**src/sv/dtc_pkg.sv**
```systemverilog
`timescale 1ns / 1ps
package dtc_pkg;

    localparam int AddrW = 6;

    // register byte addresses, one 8-byte slot per register
    localparam logic [AddrW-1:0] ADDR_USE_TRIPLE   = 6'd0;
    localparam logic [AddrW-1:0] ADDR_DECRYPT_MODE = 6'd8;
    localparam logic [AddrW-1:0] ADDR_KEY_ONE      = 6'd16;
    localparam logic [AddrW-1:0] ADDR_KEY_TWO      = 6'd24;
    localparam logic [AddrW-1:0] ADDR_KEY_THREE    = 6'd32;
    localparam logic [AddrW-1:0] ADDR_INIT_VECTOR  = 6'd40;
    localparam logic [AddrW-1:0] ADDR_SEG_BYTES    = 6'd48;

    // control between sequencer and round unit
    typedef struct packed {
        logic load;      // load new block and key
        logic step;      // run one round
        logic inverse;   // decrypt key schedule
        logic [3:0] rnd; // round number
    } dtc_ctl_t;

    // S-boxes S1..S8, each indexed by row * 16 + column
    localparam int unsigned DES_SBOX [8][64] = '{
        '{14,4,13,1,2,15,11,8,3,10,6,12,5,9,0,7, 0,15,7,4,14,2,13,1,10,6,12,11,9,5,3,8,
          4,1,14,8,13,6,2,11,15,12,9,7,3,10,5,0, 15,12,8,2,4,9,1,7,5,11,3,14,10,0,6,13},
        '{15,1,8,14,6,11,3,4,9,7,2,13,12,0,5,10, 3,13,4,7,15,2,8,14,12,0,1,10,6,9,11,5,
          0,14,7,11,10,4,13,1,5,8,12,6,9,3,2,15, 13,8,10,1,3,15,4,2,11,6,7,12,0,5,14,9},
        '{10,0,9,14,6,3,15,5,1,13,12,7,11,4,2,8, 13,7,0,9,3,4,6,10,2,8,5,14,12,11,15,1,
          13,6,4,9,8,15,3,0,11,1,2,12,5,10,14,7, 1,10,13,0,6,9,8,7,4,15,14,3,11,5,2,12},
        '{7,13,14,3,0,6,9,10,1,2,8,5,11,12,4,15, 13,8,11,5,6,15,0,3,4,7,2,12,1,10,14,9,
          10,6,9,0,12,11,7,13,15,1,3,14,5,2,8,4, 3,15,0,6,10,1,13,8,9,4,5,11,12,7,2,14},
        '{2,12,4,1,7,10,11,6,8,5,3,15,13,0,14,9, 14,11,2,12,4,7,13,1,5,0,15,10,3,9,8,6,
          4,2,1,11,10,13,7,8,15,9,12,5,6,3,0,14, 11,8,12,7,1,14,2,13,6,15,0,9,10,4,5,3},
        '{12,1,10,15,9,2,6,8,0,13,3,4,14,7,5,11, 10,15,4,2,7,12,9,5,6,1,13,14,0,11,3,8,
          9,14,15,5,2,8,12,3,7,0,4,10,1,13,11,6, 4,3,2,12,9,5,15,10,11,14,1,7,6,0,8,13},
        '{4,11,2,14,15,0,8,13,3,12,9,7,5,10,6,1, 13,0,11,7,4,9,1,10,14,3,5,12,2,15,8,6,
          1,4,11,13,12,3,7,14,10,15,6,8,0,5,9,2, 6,11,13,8,1,4,10,7,9,5,0,15,14,2,3,12},
        '{13,2,8,4,6,15,11,1,10,9,3,14,5,0,12,7, 1,15,13,8,10,3,7,4,12,5,6,11,0,14,9,2,
          7,11,4,1,9,12,14,2,0,6,10,13,15,3,5,8, 2,1,14,7,4,10,8,13,15,12,9,0,3,5,6,11}};

    function automatic logic [3:0] sbox(input logic [2:0] n, input logic [5:0] b);
        logic [1:0] row;
        logic [3:0] col;
        row = {b[5], b[0]};
        col = b[4:1];
        return 4'(DES_SBOX[n][{row, col}]);
    endfunction

endpackage

```
**src/sv/des_tdea_cfb_cipher_core.sv**
```systemverilog
`timescale 1ns / 1ps
// Channel | Dir | Ports            | Beat contents
// s_      | in  | s_t*, s_tuser    | tdata[63:0] segment_in, tuser[0] start_message
// m_      | out | m_t*             | tdata[63:0] segment_out
// cfg     | in  | APB p*           | 8-byte register slots, 64-bit data
// Each DES pass is a load and 16 rounds on the shared round unit; after the
// last pass, ST_OUT forms the result in out_reg before m_tvalid rises.
// Reset (aresetn low, synchronous) clears control, config registers and the feedback.
// s_tready is low from acceptance until the result beat is taken; m_tready
// stalls lengthen that time.
module des_tdea_cfb_cipher_core
    import dtc_pkg::*;
(
    input  logic             aclk,
    input  logic             aresetn,
    input  logic             s_tvalid,
    output logic             s_tready,
    input  logic [63:0]      s_tdata,   // [63:0] segment_in
    input  logic             s_tuser,   // [0] start_message
    output logic             m_tvalid,
    input  logic             m_tready,
    output logic [63:0]      m_tdata,   // [63:0] segment_out
    input  logic             psel,
    input  logic             penable,
    input  logic             pwrite,
    input  logic [AddrW-1:0] paddr,
    input  logic [63:0]      pwdata,
    output logic [63:0]      prdata,
    output logic             pready
);
    localparam logic [1:0] ST_IDLE = 2'd0, ST_LOAD = 2'd1, ST_RUN = 2'd2, ST_OUT = 2'd3;

    logic        use_triple_reg, decrypt_mode_reg;
    logic [63:0] key_one_reg, key_two_reg, key_three_reg, init_vector_reg;
    logic [3:0]  segment_bytes_reg;
    logic [1:0]  state_reg, state_next;
    logic [3:0]  rnd_reg, rnd_next;
    logic [1:0]  pass_reg, pass_next;
    logic [63:0] fb_reg, fb_next, seg_reg, seg_next, out_reg, out_next, blk_reg, blk_next;
    logic        wr;
    logic [63:0] key_sel, blk_out, mask, ks_top, res, ct;
    logic [63:0] blk_src;
    logic [6:0]  bits;
    dtc_ctl_t    ctl;

    assign pready = 1'b1;
    assign wr = psel && penable && pwrite;

    // config registers
    always_ff @(posedge aclk) begin
        if (!aresetn) begin
            use_triple_reg <= 1'b0;
            decrypt_mode_reg <= 1'b0;
            key_one_reg <= '0;
            key_two_reg <= '0;
            key_three_reg <= '0;
            init_vector_reg <= '0;
            segment_bytes_reg <= 4'd1;
        end else if (wr) begin
            case (paddr)
                ADDR_USE_TRIPLE:   use_triple_reg <= pwdata[0];
                ADDR_DECRYPT_MODE: decrypt_mode_reg <= pwdata[0];
                ADDR_KEY_ONE:      key_one_reg <= pwdata;
                ADDR_KEY_TWO:      key_two_reg <= pwdata;
                ADDR_KEY_THREE:    key_three_reg <= pwdata;
                ADDR_INIT_VECTOR:  init_vector_reg <= pwdata;
                ADDR_SEG_BYTES:    segment_bytes_reg <= pwdata[3:0];
                default: ;
            endcase
        end
    end

    always_comb begin
        case (paddr)
            ADDR_USE_TRIPLE:   prdata = {63'd0, use_triple_reg};
            ADDR_DECRYPT_MODE: prdata = {63'd0, decrypt_mode_reg};
            ADDR_KEY_ONE:      prdata = key_one_reg;
            ADDR_KEY_TWO:      prdata = key_two_reg;
            ADDR_KEY_THREE:    prdata = key_three_reg;
            ADDR_INIT_VECTOR:  prdata = init_vector_reg;
            ADDR_SEG_BYTES:    prdata = {60'd0, segment_bytes_reg};
            default:           prdata = '0;
        endcase
    end

    // segment width and mask
    always_comb begin
        case (segment_bytes_reg)
            4'd2:    bits = 7'd16;
            4'd4:    bits = 7'd32;
            4'd8:    bits = 7'd64;
            default: bits = 7'd8;
        endcase
        case (bits)
            7'd16:   mask = 64'h0000_0000_0000_FFFF;
            7'd32:   mask = 64'h0000_0000_FFFF_FFFF;
            7'd64:   mask = '1;
            default: mask = 64'h0000_0000_0000_00FF;
        endcase
        case (bits)
            7'd16:   ks_top = {48'd0, blk_out[63:48]};
            7'd32:   ks_top = {32'd0, blk_out[63:32]};
            7'd64:   ks_top = blk_out;
            default: ks_top = {56'd0, blk_out[63:56]};
        endcase
        res = (seg_reg ^ ks_top) & mask;
        ct = decrypt_mode_reg ? seg_reg : res;
        key_sel = (pass_reg == 2'd1) ? key_two_reg : (pass_reg == 2'd2) ? key_three_reg : key_one_reg;
        ctl.load = (state_reg == ST_LOAD);
        ctl.step = (state_reg == ST_RUN);
        ctl.inverse = (pass_reg == 2'd1);
        ctl.rnd = rnd_reg;
    end

    // intermediate pass input is the previous pass output, taken at load time
    assign blk_src = (state_reg == ST_LOAD && pass_reg != 2'd0) ? blk_out : blk_reg;

    dtc_round u_round (
        .aclk   (aclk),
        .key    (key_sel),
        .blk_in (blk_src),
        .ctl    (ctl),
        .blk_out(blk_out)
    );

    // sequencer
    always_comb begin
        state_next = state_reg;
        rnd_next = rnd_reg;
        pass_next = pass_reg;
        fb_next = fb_reg;
        seg_next = seg_reg;
        out_next = out_reg;
        blk_next = blk_reg;
        case (state_reg)
            ST_IDLE: begin
                if (s_tvalid) begin
                    seg_next = s_tdata & mask;
                    if (s_tuser) fb_next = init_vector_reg;
                    blk_next = s_tuser ? init_vector_reg : fb_reg;
                    pass_next = 2'd0;
                    state_next = ST_LOAD;
                end
            end
            ST_LOAD: begin
                rnd_next = 4'd0;
                state_next = ST_RUN;
            end
            ST_RUN: begin
                rnd_next = rnd_reg + 4'd1;
                if (rnd_reg == 4'd15) begin
                    state_next = ST_LOAD;
                    rnd_next = 4'd0;
                    pass_next = pass_reg + 2'd1;
                    if (!use_triple_reg || pass_reg == 2'd2) begin
                        // last pass: result is formed in the first ST_OUT cycle
                        state_next = ST_OUT;
                        pass_next = 2'd3;
                    end
                end
            end
            default: begin
                if (pass_reg == 2'd3) begin
                    out_next = res;
                    fb_next = (bits == 7'd64) ? ct : ((fb_reg << bits) | ct);
                    pass_next = 2'd0;
                end else if (m_tready) begin
                    state_next = ST_IDLE;
                end
            end
        endcase
    end

    always_ff @(posedge aclk) begin
        if (!aresetn) begin
            state_reg <= ST_IDLE;
            rnd_reg <= 4'd0;
            pass_reg <= 2'd0;
            fb_reg <= '0;
        end else begin
            state_reg <= state_next;
            rnd_reg <= rnd_next;
            pass_reg <= pass_next;
            fb_reg <= fb_next;
        end
        seg_reg <= seg_next;
        out_reg <= out_next;
        blk_reg <= blk_next;
    end

    assign s_tready = (state_reg == ST_IDLE);
    assign m_tvalid = (state_reg == ST_OUT) && (pass_reg != 2'd3);
    assign m_tdata = out_reg;

    // no input taken while a result waits
    a_busy: assert property (@(posedge aclk) disable iff (!aresetn)
        m_tvalid |-> !s_tready) else $error("input ready while result pending");
    // accepted beat moves the sequencer into a load
    a_start: assert property (@(posedge aclk) disable iff (!aresetn)
        (s_tvalid && s_tready) |=> (state_reg == ST_LOAD)) else $error("no load after accept");
    // round counter is back at zero whenever the sequencer is in ST_OUT
    a_rnd: assert property (@(posedge aclk) disable iff (!aresetn)
        (state_reg == ST_OUT) |-> (rnd_reg == 4'd0)) else $error("round count stray");
endmodule

```
**src/sv/dtc_round.sv**
```systemverilog
`timescale 1ns / 1ps
// one DES round per cycle while ctl.step is high, with its own key schedule registers
module dtc_round
    import dtc_pkg::*;
(
    input  logic              aclk,
    input  logic [63:0]       key,
    input  logic [63:0]       blk_in,
    input  dtc_ctl_t          ctl,
    output logic [63:0]       blk_out
);
    localparam logic [6:0] IP [64] = '{
        7'd58,7'd50,7'd42,7'd34,7'd26,7'd18,7'd10,7'd2,7'd60,7'd52,7'd44,7'd36,7'd28,7'd20,7'd12,7'd4,
        7'd62,7'd54,7'd46,7'd38,7'd30,7'd22,7'd14,7'd6,7'd64,7'd56,7'd48,7'd40,7'd32,7'd24,7'd16,7'd8,
        7'd57,7'd49,7'd41,7'd33,7'd25,7'd17,7'd9,7'd1,7'd59,7'd51,7'd43,7'd35,7'd27,7'd19,7'd11,7'd3,
        7'd61,7'd53,7'd45,7'd37,7'd29,7'd21,7'd13,7'd5,7'd63,7'd55,7'd47,7'd39,7'd31,7'd23,7'd15,7'd7};
    localparam logic [6:0] FP [64] = '{
        7'd40,7'd8,7'd48,7'd16,7'd56,7'd24,7'd64,7'd32,7'd39,7'd7,7'd47,7'd15,7'd55,7'd23,7'd63,7'd31,
        7'd38,7'd6,7'd46,7'd14,7'd54,7'd22,7'd62,7'd30,7'd37,7'd5,7'd45,7'd13,7'd53,7'd21,7'd61,7'd29,
        7'd36,7'd4,7'd44,7'd12,7'd52,7'd20,7'd60,7'd28,7'd35,7'd3,7'd43,7'd11,7'd51,7'd19,7'd59,7'd27,
        7'd34,7'd2,7'd42,7'd10,7'd50,7'd18,7'd58,7'd26,7'd33,7'd1,7'd41,7'd9,7'd49,7'd17,7'd57,7'd25};
    localparam logic [5:0] E [48] = '{
        6'd32,6'd1,6'd2,6'd3,6'd4,6'd5,6'd4,6'd5,6'd6,6'd7,6'd8,6'd9,6'd8,6'd9,6'd10,6'd11,
        6'd12,6'd13,6'd12,6'd13,6'd14,6'd15,6'd16,6'd17,6'd16,6'd17,6'd18,6'd19,6'd20,6'd21,6'd20,6'd21,
        6'd22,6'd23,6'd24,6'd25,6'd24,6'd25,6'd26,6'd27,6'd28,6'd29,6'd28,6'd29,6'd30,6'd31,6'd32,6'd1};
    localparam logic [5:0] P [32] = '{
        6'd16,6'd7,6'd20,6'd21,6'd29,6'd12,6'd28,6'd17,6'd1,6'd15,6'd23,6'd26,6'd5,6'd18,6'd31,6'd10,
        6'd2,6'd8,6'd24,6'd14,6'd32,6'd27,6'd3,6'd9,6'd19,6'd13,6'd30,6'd6,6'd22,6'd11,6'd4,6'd25};
    localparam logic [6:0] PC1 [56] = '{
        7'd57,7'd49,7'd41,7'd33,7'd25,7'd17,7'd9,7'd1,7'd58,7'd50,7'd42,7'd34,7'd26,7'd18,
        7'd10,7'd2,7'd59,7'd51,7'd43,7'd35,7'd27,7'd19,7'd11,7'd3,7'd60,7'd52,7'd44,7'd36,
        7'd63,7'd55,7'd47,7'd39,7'd31,7'd23,7'd15,7'd7,7'd62,7'd54,7'd46,7'd38,7'd30,7'd22,
        7'd14,7'd6,7'd61,7'd53,7'd45,7'd37,7'd29,7'd21,7'd13,7'd5,7'd28,7'd20,7'd12,7'd4};
    localparam logic [5:0] PC2 [48] = '{
        6'd14,6'd17,6'd11,6'd24,6'd1,6'd5,6'd3,6'd28,6'd15,6'd6,6'd21,6'd10,6'd23,6'd19,6'd12,6'd4,
        6'd26,6'd8,6'd16,6'd7,6'd27,6'd20,6'd13,6'd2,6'd41,6'd52,6'd31,6'd37,6'd47,6'd55,6'd30,6'd40,
        6'd51,6'd45,6'd33,6'd48,6'd44,6'd49,6'd39,6'd56,6'd34,6'd53,6'd46,6'd42,6'd50,6'd36,6'd29,6'd32};
    // rounds with a single-bit shift (bit n = round n)
    localparam logic [15:0] ONE_SHIFT = 16'b1000_0001_0000_0011;

    logic [31:0] l_reg, r_reg, l_next, r_next;
    logic [27:0] c_reg, d_reg, c_next, d_next;
    logic [63:0] ip_w, pre_fp;
    logic [55:0] k56, cd;
    logic [47:0] sub, ex, x;
    logic [31:0] s, f;
    logic [27:0] c_rot, d_rot;
    logic        single;

    // initial and final permutations, key PC-1
    always_comb begin
        for (int i = 0; i < 64; i++) ip_w[63-i] = blk_in[64-IP[i]];
        for (int i = 0; i < 56; i++) k56[55-i] = key[64-PC1[i]];
        pre_fp = {r_reg, l_reg};
        for (int i = 0; i < 64; i++) blk_out[63-i] = pre_fp[64-FP[i]];
    end

    // key rotation for this round: left when encrypting; unrotated when decrypting
    always_comb begin
        single = ONE_SHIFT[ctl.rnd];
        if (!ctl.inverse) begin
            c_rot = single ? {c_reg[26:0], c_reg[27]} : {c_reg[25:0], c_reg[27:26]};
            d_rot = single ? {d_reg[26:0], d_reg[27]} : {d_reg[25:0], d_reg[27:26]};
            cd = {c_rot, d_rot};
        end else begin
            // decrypt: first subkey is the unrotated schedule end (= PC-1 value)
            c_rot = c_reg;
            d_rot = d_reg;
            cd = {c_reg, d_reg};
        end
        for (int i = 0; i < 48; i++) sub[47-i] = cd[56-PC2[i]];
        for (int i = 0; i < 48; i++) ex[47-i] = r_reg[32-E[i]];
        x = ex ^ sub;
        for (int i = 0; i < 8; i++) s[31-4*i -: 4] = sbox(3'(i), x[47-6*i -: 6]);
        for (int i = 0; i < 32; i++) f[31-i] = s[32-P[i]];
    end

    always_comb begin
        l_next = l_reg;
        r_next = r_reg;
        c_next = c_reg;
        d_next = d_reg;
        if (ctl.load) begin
            l_next = ip_w[63:32];
            r_next = ip_w[31:0];
            c_next = k56[55:28];
            d_next = k56[27:0];
        end else if (ctl.step) begin
            l_next = r_reg;
            r_next = l_reg ^ f;
            if (!ctl.inverse) begin
                c_next = c_rot;
                d_next = d_rot;
            end else begin
                // step right by the shift of the encrypt round mirrored to this one
                c_next = ONE_SHIFT[4'd15 - ctl.rnd] ? {c_reg[0], c_reg[27:1]}
                                                    : {c_reg[1:0], c_reg[27:2]};
                d_next = ONE_SHIFT[4'd15 - ctl.rnd] ? {d_reg[0], d_reg[27:1]}
                                                    : {d_reg[1:0], d_reg[27:2]};
            end
        end
    end

    always_ff @(posedge aclk) begin
        l_reg <= l_next;
        r_reg <= r_next;
        c_reg <= c_next;
        d_reg <= d_next;
    end
endmodule
```
**config.mk**
```make
export PLATFORM = sky130hd
export DESIGN_NAME = des_tdea_cfb_cipher_core
export DESIGN_NICKNAME = d
export VERILOG_FILES = /design/src/sv/dtc_pkg.sv /design/src/sv/des_tdea_cfb_cipher_core.sv /design/src/sv/dtc_round.sv
export SDC_FILE = /design/constraint.sdc
export NUM_CORES = 2
export LEC_CHECK = 0
export ABC_AREA = 1
export ABC_CLOCK_PERIOD_IN_PS = 8250
export BUFFER_PORTS_ARGS = -buffer_cell sky130_fd_sc_hd__clkbuf_2
export CORE_MARGIN = 2
export CORE_UTILIZATION = 44
export CTS_CLUSTER_DIAMETER = 50
export DETAILED_ROUTE_END_ITERATION = 6
export SETUP_SLACK_MARGIN = 0.3
export SLEW_MARGIN = 20
export SYNTH_ARGS = -nofsm -noshare
export SYNTH_HDL_FRONTEND = slang
export SYNTH_SLANG_ARGS = --single-unit
```
**constraint.sdc**
```tcl
create_clock -name aclk -period 8.25 [get_ports aclk]
set_input_delay 1.65 -clock aclk [delete_from_list [all_inputs] [get_ports aclk]]
set_output_delay 1.65 -clock aclk [all_outputs]
set_load 0.05 [all_outputs]
```
After elaboration in Yosys (flattened, before gate mapping)
Memories as Yosys holds them, arrays and structs flattened. A register that Yosys moved wholly into a read port is not among the register bits.
Cells that the tools add are included.
- add/subtract/negate cells: 3
- magnitude comparators: 10
- eq/ne operators: 23
- shifts and indexed selects: 1
- mux-type cells: 61
- bitwise operators: 17
- reductions and logical operators: 27
- operators by type and width (kind ; number):
    $mux 64 ; 8
    $pmux 64 s7 ; 1
    $pmux 64 s3 ; 2
    $mux 28 ; 10
    $and 64x64->64 ; 2
    $mux 32 ; 4
    $pmux 64 s2 ; 1
    $mux 4 ; 19
    $or 64x64->64 ; 1
    $shl 64x7->64 ; 1
    $xor 64x64->64 ; 1
    $ge 7x7->1 const B ; 8
    $mux 56 ; 1
    $not 6->7 ; 8
    $xor 48x48->48 ; 1
    $xor 32x32->32 ; 1
    $pmux 7 s3 ; 1
    $eq 6x6->1 const B ; 3
    $mux 2 ; 9
    $reduce_and 2->1 ; 9
    $eq 6x5->1 const B ; 2
    $pmux 2 s3 ; 2
    $lt 4x5->1 const B ; 2
    $eq 2x2->1 const B ; 4
    other kinds (29) ; 41
- register bits: 646
- memory bits (read-only): 16416
- input bits: 142
- output and inout bits: 131
- logic and storage cells: 170
- memories: 10
- memory list (memory ; depth ; width ; rd ports ; clocked after Yosys merged registers in ; wr ports ; RTL line ; text):
    (name not given) ; 64 ; 32 ; 1 ; 0 ; 0 ; dtc_pkg.sv:47 ; return 4'(DES_SBOX[n][{row, col}]);
    (name not given) ; 64 ; 32 ; 1 ; 0 ; 0 ; dtc_pkg.sv:47 ;
    (name not given) ; 64 ; 32 ; 1 ; 0 ; 0 ; dtc_pkg.sv:47 ;
    (name not given) ; 64 ; 32 ; 1 ; 0 ; 0 ; dtc_pkg.sv:47 ;
    (name not given) ; 64 ; 32 ; 1 ; 0 ; 0 ; dtc_pkg.sv:47 ;
    (name not given) ; 64 ; 32 ; 1 ; 0 ; 0 ; dtc_pkg.sv:47 ;
    4 more memories ; -- ; -- ; -- ; -- ; -- ; -- ;

Longest topological paths before layout
- depth in word-level cells: 12
- depth in mapped cells: 23
- mapped depth without buffers: 20

Modules after synthesis
Synthesis repeated with hierarchy kept, for this count alone.
- cells, all modules: 5938
- area total of the unflattened synthesis: 40797.9 um^2
- by module, submodules not included (module ; times used ; cells each ; area each (um^2) ; seq. area each (um^2)):
    des_tdea_cfb_cipher_core ; 1 ; 3756 ; 27113.5 ; 12451.9
    dtc_round ; 1 ; 2182 ; 13684.4 ; 3603.5

Least setup slack after synthesis
OpenSTA, ideal clock, no wires.
- kind: in2out
- from: input port paddr[1]
- to: output port prdata[11]
- data arrival time: 3251 ps
- data required time: 6600 ps
- slack: 3349 ps
- stages: 6
- path buffers: 2
- cell sequence: nor4_1 -> and3_1 -> clkbuf_1 -> clkbuf_1 -> nand2_1 -> o2111ai_1
- longest elaborated chain between the ends: 2
- elaborated cells on any way between the ends: 8
- those cells by class: eq/ne (6); mux (1); reduce/logical (1)
- ends and longest elaborated chain (what ; RTL line ; text):
    start, declared ; des_tdea_cfb_cipher_core.sv:26 ; input logic [AddrW-1:0] paddr,
    $eq 6x6->1, or another cell as far along ; des_tdea_cfb_cipher_core.sv:74 ; case (paddr)
    $pmux 64 s7 (*) ; des_tdea_cfb_cipher_core.sv:74 ;
    end, declared ; des_tdea_cfb_cipher_core.sv:28 ; output logic [63:0] prdata,
Every way passes the cells marked *; elsewhere a longest branch is shown, timed or not.

Worst setup path after layout
- from: input port paddr[1]
- to: output port prdata[0]
The elaborated chain is that of the path after synthesis.

==> results_dict.tcl <==
set metrics [dict create \
    outcome "finished clean" \
    grt_util_met1_pct 49.0 \
    placement_rows 108 \
    grt_use_met2_pct 54.1 \
    synthesis.instances 5542 \
    main_combinational_cell_family_by_area_after_synthesis "simple AND/OR/NAND/NOR gates" \
    grt_overflow_total 0 \
    crit_chain "clkbuf_2 > nor4_1 > and3_2 > buf_4 > a22oi_1 > nand3_1 > clkbuf_2" \
    timing.critical_path.mode_cell "sky130_fd_sc_hd__clkbuf_2" \
    grtUsageTotal_pct 36.4 \
    synth_cell_type_count 49 \
    finalCoreUtilization_pct 50.1 \
    antenna_violations_before_repair 18 \
    pwr_density_cell_nw_per_um2 507 \
    cts_setup_buffers 0 \
    cts-root-buf "sky130_fd_sc_hd__clkbuf_16" \
    clock_path_buffers 3 \
    worst_case_vdd_ir_drop_mv 0.392 \
    cp_data_arrival_time_ps 4150 \
    h-tree-depth 3 \
    cts-buffers-inserted 89 \
    detail-route-antenna-nets 0 \
    multi_input_area_um2 19600 \
    postRouteWirelength_um 169000 \
    grtUsageMet3_pct 8.32 \
    firstDrtPassIters 7 \
    worstMarginPinSlew_ps 1300 \
    num-fill-cells 8800 \
    muxShareOfSynthArea_pct 0 \
    synth_area_in_compound_gates_pct 15.1 \
    type_of_the_tightest_min_delay_check "reg2reg" \
    worstRegToRegCells 18 \
    cp_data_required_time_ps 6600 \
    global_route.peak_usage_layer "met2" \
    postSynth.asyncResetShare_pct 0 \
    final_net_count 5831 \
    post_cts.resized_instances 0 \
    avgViaCountPerCell 5.90 \
    critical_path.max_stage_delay_ps 1000 \
    chipHeight_um 300 \
    reg_to_reg_endpoint "u_round.r_reg[8]" \
    maxSlewHeadroom_pct 13.0 \
    syn_avg_cell_area_um2 6.97 \
    grt_pass1_wl_um 244000 \
    final.period_utilization_pct 70.3 \
    port_buffers 271 \
    final_max_slew_viol_count 0 \
    worstSetupEndpoint "prdata[0]" \
    worst-r2r-setup-slack_ps 3510 \
    synth_edf_count 312 \
    finalSetupViolations 0 \
    sum_of_negative_setup_slack_ps 0 \
    cts.reportedPaths.clkPinSlew_ps 60 \
    areaGrowthSynthToFinish_pct 12.8 \
    worst-setup-path-type "in2out" \
    combined_flip_flop_and_latch_cell_area_um2 16100 \
    clock_sink_count 647 \
    initial_utilization_pct 44.5 \
    instances_no_fill 6863 \
    detailedPlace.worstSlack_ps 2470 \
    drt_first_iter_violations 5784 \
    first_global_vias 36171 \
    startpoint_type "input port" \
    wl_per_cell_um 24.6 \
    grt_max_degree 143 \
    end_kind "output pin" \
    die_width_um 300 \
    rsz0062_at_grt "false" \
    yosysSeqAreaShare_pct 41.6 \
    cp_slowest_cell "sky130_fd_sc_hd__and3_2" \
    ioPinCount 273 \
    number_of_max_cap_violations 0 \
    drive_gt1_share_pct 10.6 \
    drt_drc_violations_left 0 \
    postSynthNetCount 5751 \
    maxClockFrequency_ghz 0.172 \
    number_of_synthesis_warnings 0 \
    die-area_um2 90200 \
    place.detailed.hpwl_um 121000 \
    dr_total_vias 40461 \
    clkLatencyLatePin_ps 670 \
    placeableCoreArea_um2 86900 \
    dpl.cell_count 6686 \
    critical_path.startpoint "paddr[1]" \
    critical_path.max_fanout 44 \
    critical_path.reg2reg.startpoint "pass_reg[1]" \
    synth-seq-cells 647 \
    cts_hold_buffers 0 \
    static-leakage-power_nw 18.4 \
    place_congestion 1.02 \
    syn-cell-area_um2 38600 \
    synth_xor_area_share_pct 1.13 \
    cts_tree "built" \
    yosys.area_share.adder_pct 2.17 \
    clock-skew-final_ps 21.8 \
    post_synthesis_share_of_cell_area_spent_on_and_or_nand_and_nor_gates_pct 32.0 \
    timing.hold.ws_ps 467 \
    post-route-worst-setup-slack_ps 2450 \
    hold_viol_final 0 \
    postSynth.topFlopCell "sky130_fd_sc_hd__dfxtp_1" \
    period_needed_ps 5800 \
]
==> placed cells by master, fill, tap and decap left out, types with 10 or more instances in the layout <==
master	count
sky130_fd_sc_hd__nand2_1	1548
sky130_fd_sc_hd__nor2_1	749
sky130_fd_sc_hd__nand3_1	530
sky130_fd_sc_hd__o21ai_0	479
sky130_fd_sc_hd__inv_1	389
sky130_fd_sc_hd__a21oi_1	341
sky130_fd_sc_hd__dfxtp_1	333
sky130_fd_sc_hd__edfxtp_1	312
sky130_fd_sc_hd__clkbuf_2	269
sky130_fd_sc_hd__clkbuf_16	91
sky130_fd_sc_hd__nand4_1	72
sky130_fd_sc_hd__ha_1	63
sky130_fd_sc_hd__o211ai_1	51
sky130_fd_sc_hd__buf_4	47
sky130_fd_sc_hd__o221ai_1	42
sky130_fd_sc_hd__o22ai_1	31
sky130_fd_sc_hd__a211oi_1	28
sky130_fd_sc_hd__nand2_2	27
sky130_fd_sc_hd__or2_2	23
sky130_fd_sc_hd__nand3_2	21
sky130_fd_sc_hd__inv_2	21
sky130_fd_sc_hd__a31oi_1	19
sky130_fd_sc_hd__o21ai_1	18
sky130_fd_sc_hd__a22oi_1	15
sky130_fd_sc_hd__xor2_1	15
sky130_fd_sc_hd__clkbuf_1	15
sky130_fd_sc_hd__o2111ai_1	14
sky130_fd_sc_hd__clkinv_2	11
sky130_fd_sc_hd__diode_2	10
sky130_fd_sc_hd__xor2_2	10
sky130_fd_sc_hd__inv_6	10
sky130_fd_sc_hd__clkbuf_8	10
sky130_fd_sc_hd__clkinvlp_4	10
==> cells in the mapped netlist (10+ instances only) <==
cell / number / area, um2
sky130_fd_sc_hd__o211ai_1: 51 / 383
sky130_fd_sc_hd__xor2_1: 15 / 131
sky130_fd_sc_hd__inv_1: 392 / 1470
sky130_fd_sc_hd__buf_6: 12 / 135
sky130_fd_sc_hd__nor2_1: 751 / 2820
sky130_fd_sc_hd__a22oi_1: 15 / 113
sky130_fd_sc_hd__nand4_1: 72 / 450
sky130_fd_sc_hd__clkbuf_1: 221 / 830
sky130_fd_sc_hd__nand3_1: 530 / 2650
sky130_fd_sc_hd__buf_1: 28 / 105
sky130_fd_sc_hd__a31oi_1: 19 / 119
sky130_fd_sc_hd__a211oi_1: 29 / 218
sky130_fd_sc_hd__o2111ai_1: 14 / 123
sky130_fd_sc_hd__xor2_2: 10 / 163
sky130_fd_sc_hd__edfxtp_1: 312 / 9370
sky130_fd_sc_hd__or2_2: 23 / 144
sky130_fd_sc_hd__buf_4: 16 / 120
sky130_fd_sc_hd__a21oi_1: 342 / 1710
sky130_fd_sc_hd__ha_1: 67 / 838
sky130_fd_sc_hd__nand3_2: 21 / 210
sky130_fd_sc_hd__o221ai_1: 42 / 368
sky130_fd_sc_hd__nand2_2: 26 / 163
sky130_fd_sc_hd__nand2_1: 1551 / 5820
sky130_fd_sc_hd__o21ai_0: 479 / 2400
sky130_fd_sc_hd__o21ai_1: 18 / 90.1
sky130_fd_sc_hd__inv_2: 23 / 86.3
sky130_fd_sc_hd__dfxtp_1: 335 / 6710
sky130_fd_sc_hd__buf_2: 49 / 245
sky130_fd_sc_hd__o22ai_1: 31 / 194
==> how the worst min path moves through the flow <==
stage | endpoint | depth (start not counted) | slack, ps | start
floorplan | fb_reg[17] | 2 | 450 | fb_reg[17]
global placement | fb_reg[62] | 2 | 450 | fb_reg[62]
detailed placement | fb_reg[50] | 2 | 460 | fb_reg[50]
CTS | fb_reg[50] | 2 | 460 | fb_reg[50]
global route | fb_reg[37] | 2 | 480 | fb_reg[37]
finish | fb_reg[50] | 2 | 470 | fb_reg[50]
==> kinds of logic (layout without fill, tap and decap cells) <==
| kind of cell | count (synthesis) | in the layout |
|---|---|---|
| AND/OR/NAND/NOR | 2989 | 2989 |
| flip-flops | 647 | 647 |
| other | 1 | 11 |
| adder cells (fa/ha/maj) | 67 | 67 |
| buffers and inverters | 749 | 905 |
| AO/OA/AOI/OAI | 1054 | 1054 |
| XOR/XNOR | 35 | 35 |
==> where the power goes <==
part           leakage [nW]  switching (mW)  internal, mW
clock                  1.49            1.64          2.41
combinational          11.3            9.25          3.58
sequential             5.59           0.729          4.49
total                  18.4            11.6          10.5
==> layer usage <==
layer / vias to the layer above / wire, um / share of wire, %
li1: 18655 / - / -
met2: 2348 / 72900 / 43
met4: 2 / 10400 / 6.2
met1: 19039 / 67100 / 40
met5: - / 13 / 0.0077
met3: 417 / 18700 / 11
==> cell type report <==
cell class / count / area share [%]
antenna: 10 / 0.0574
clock buffer: 116 / 5.67
clock inverter: 51 / 1.47
inverter: 420 / 3.65
multi-input combinational: 4146 / 45.0
sequential: 647 / 36.9
tap: 1155 / 3.32
timing repair buffer: 318 / 3.97
==> critical path, delay by kind of cell <==
family	cells	cell delay, ps
AOI/OAI and AO/OA	1	130
and+or+nand+nor	3	1530
buffers and inverters	3	820
==> through the flow <==
stage | cell area [um2] | total power, mW
after floorplan | 38600 | 14.0
after global placement | 40400 | 17.6
after detailed placement | 40400 | 17.7
after CTS | 43500 | 21.7
after global routing | 43600 | 23.6
final | 43600 | 22.1
(Power assumes the default switching activity.)
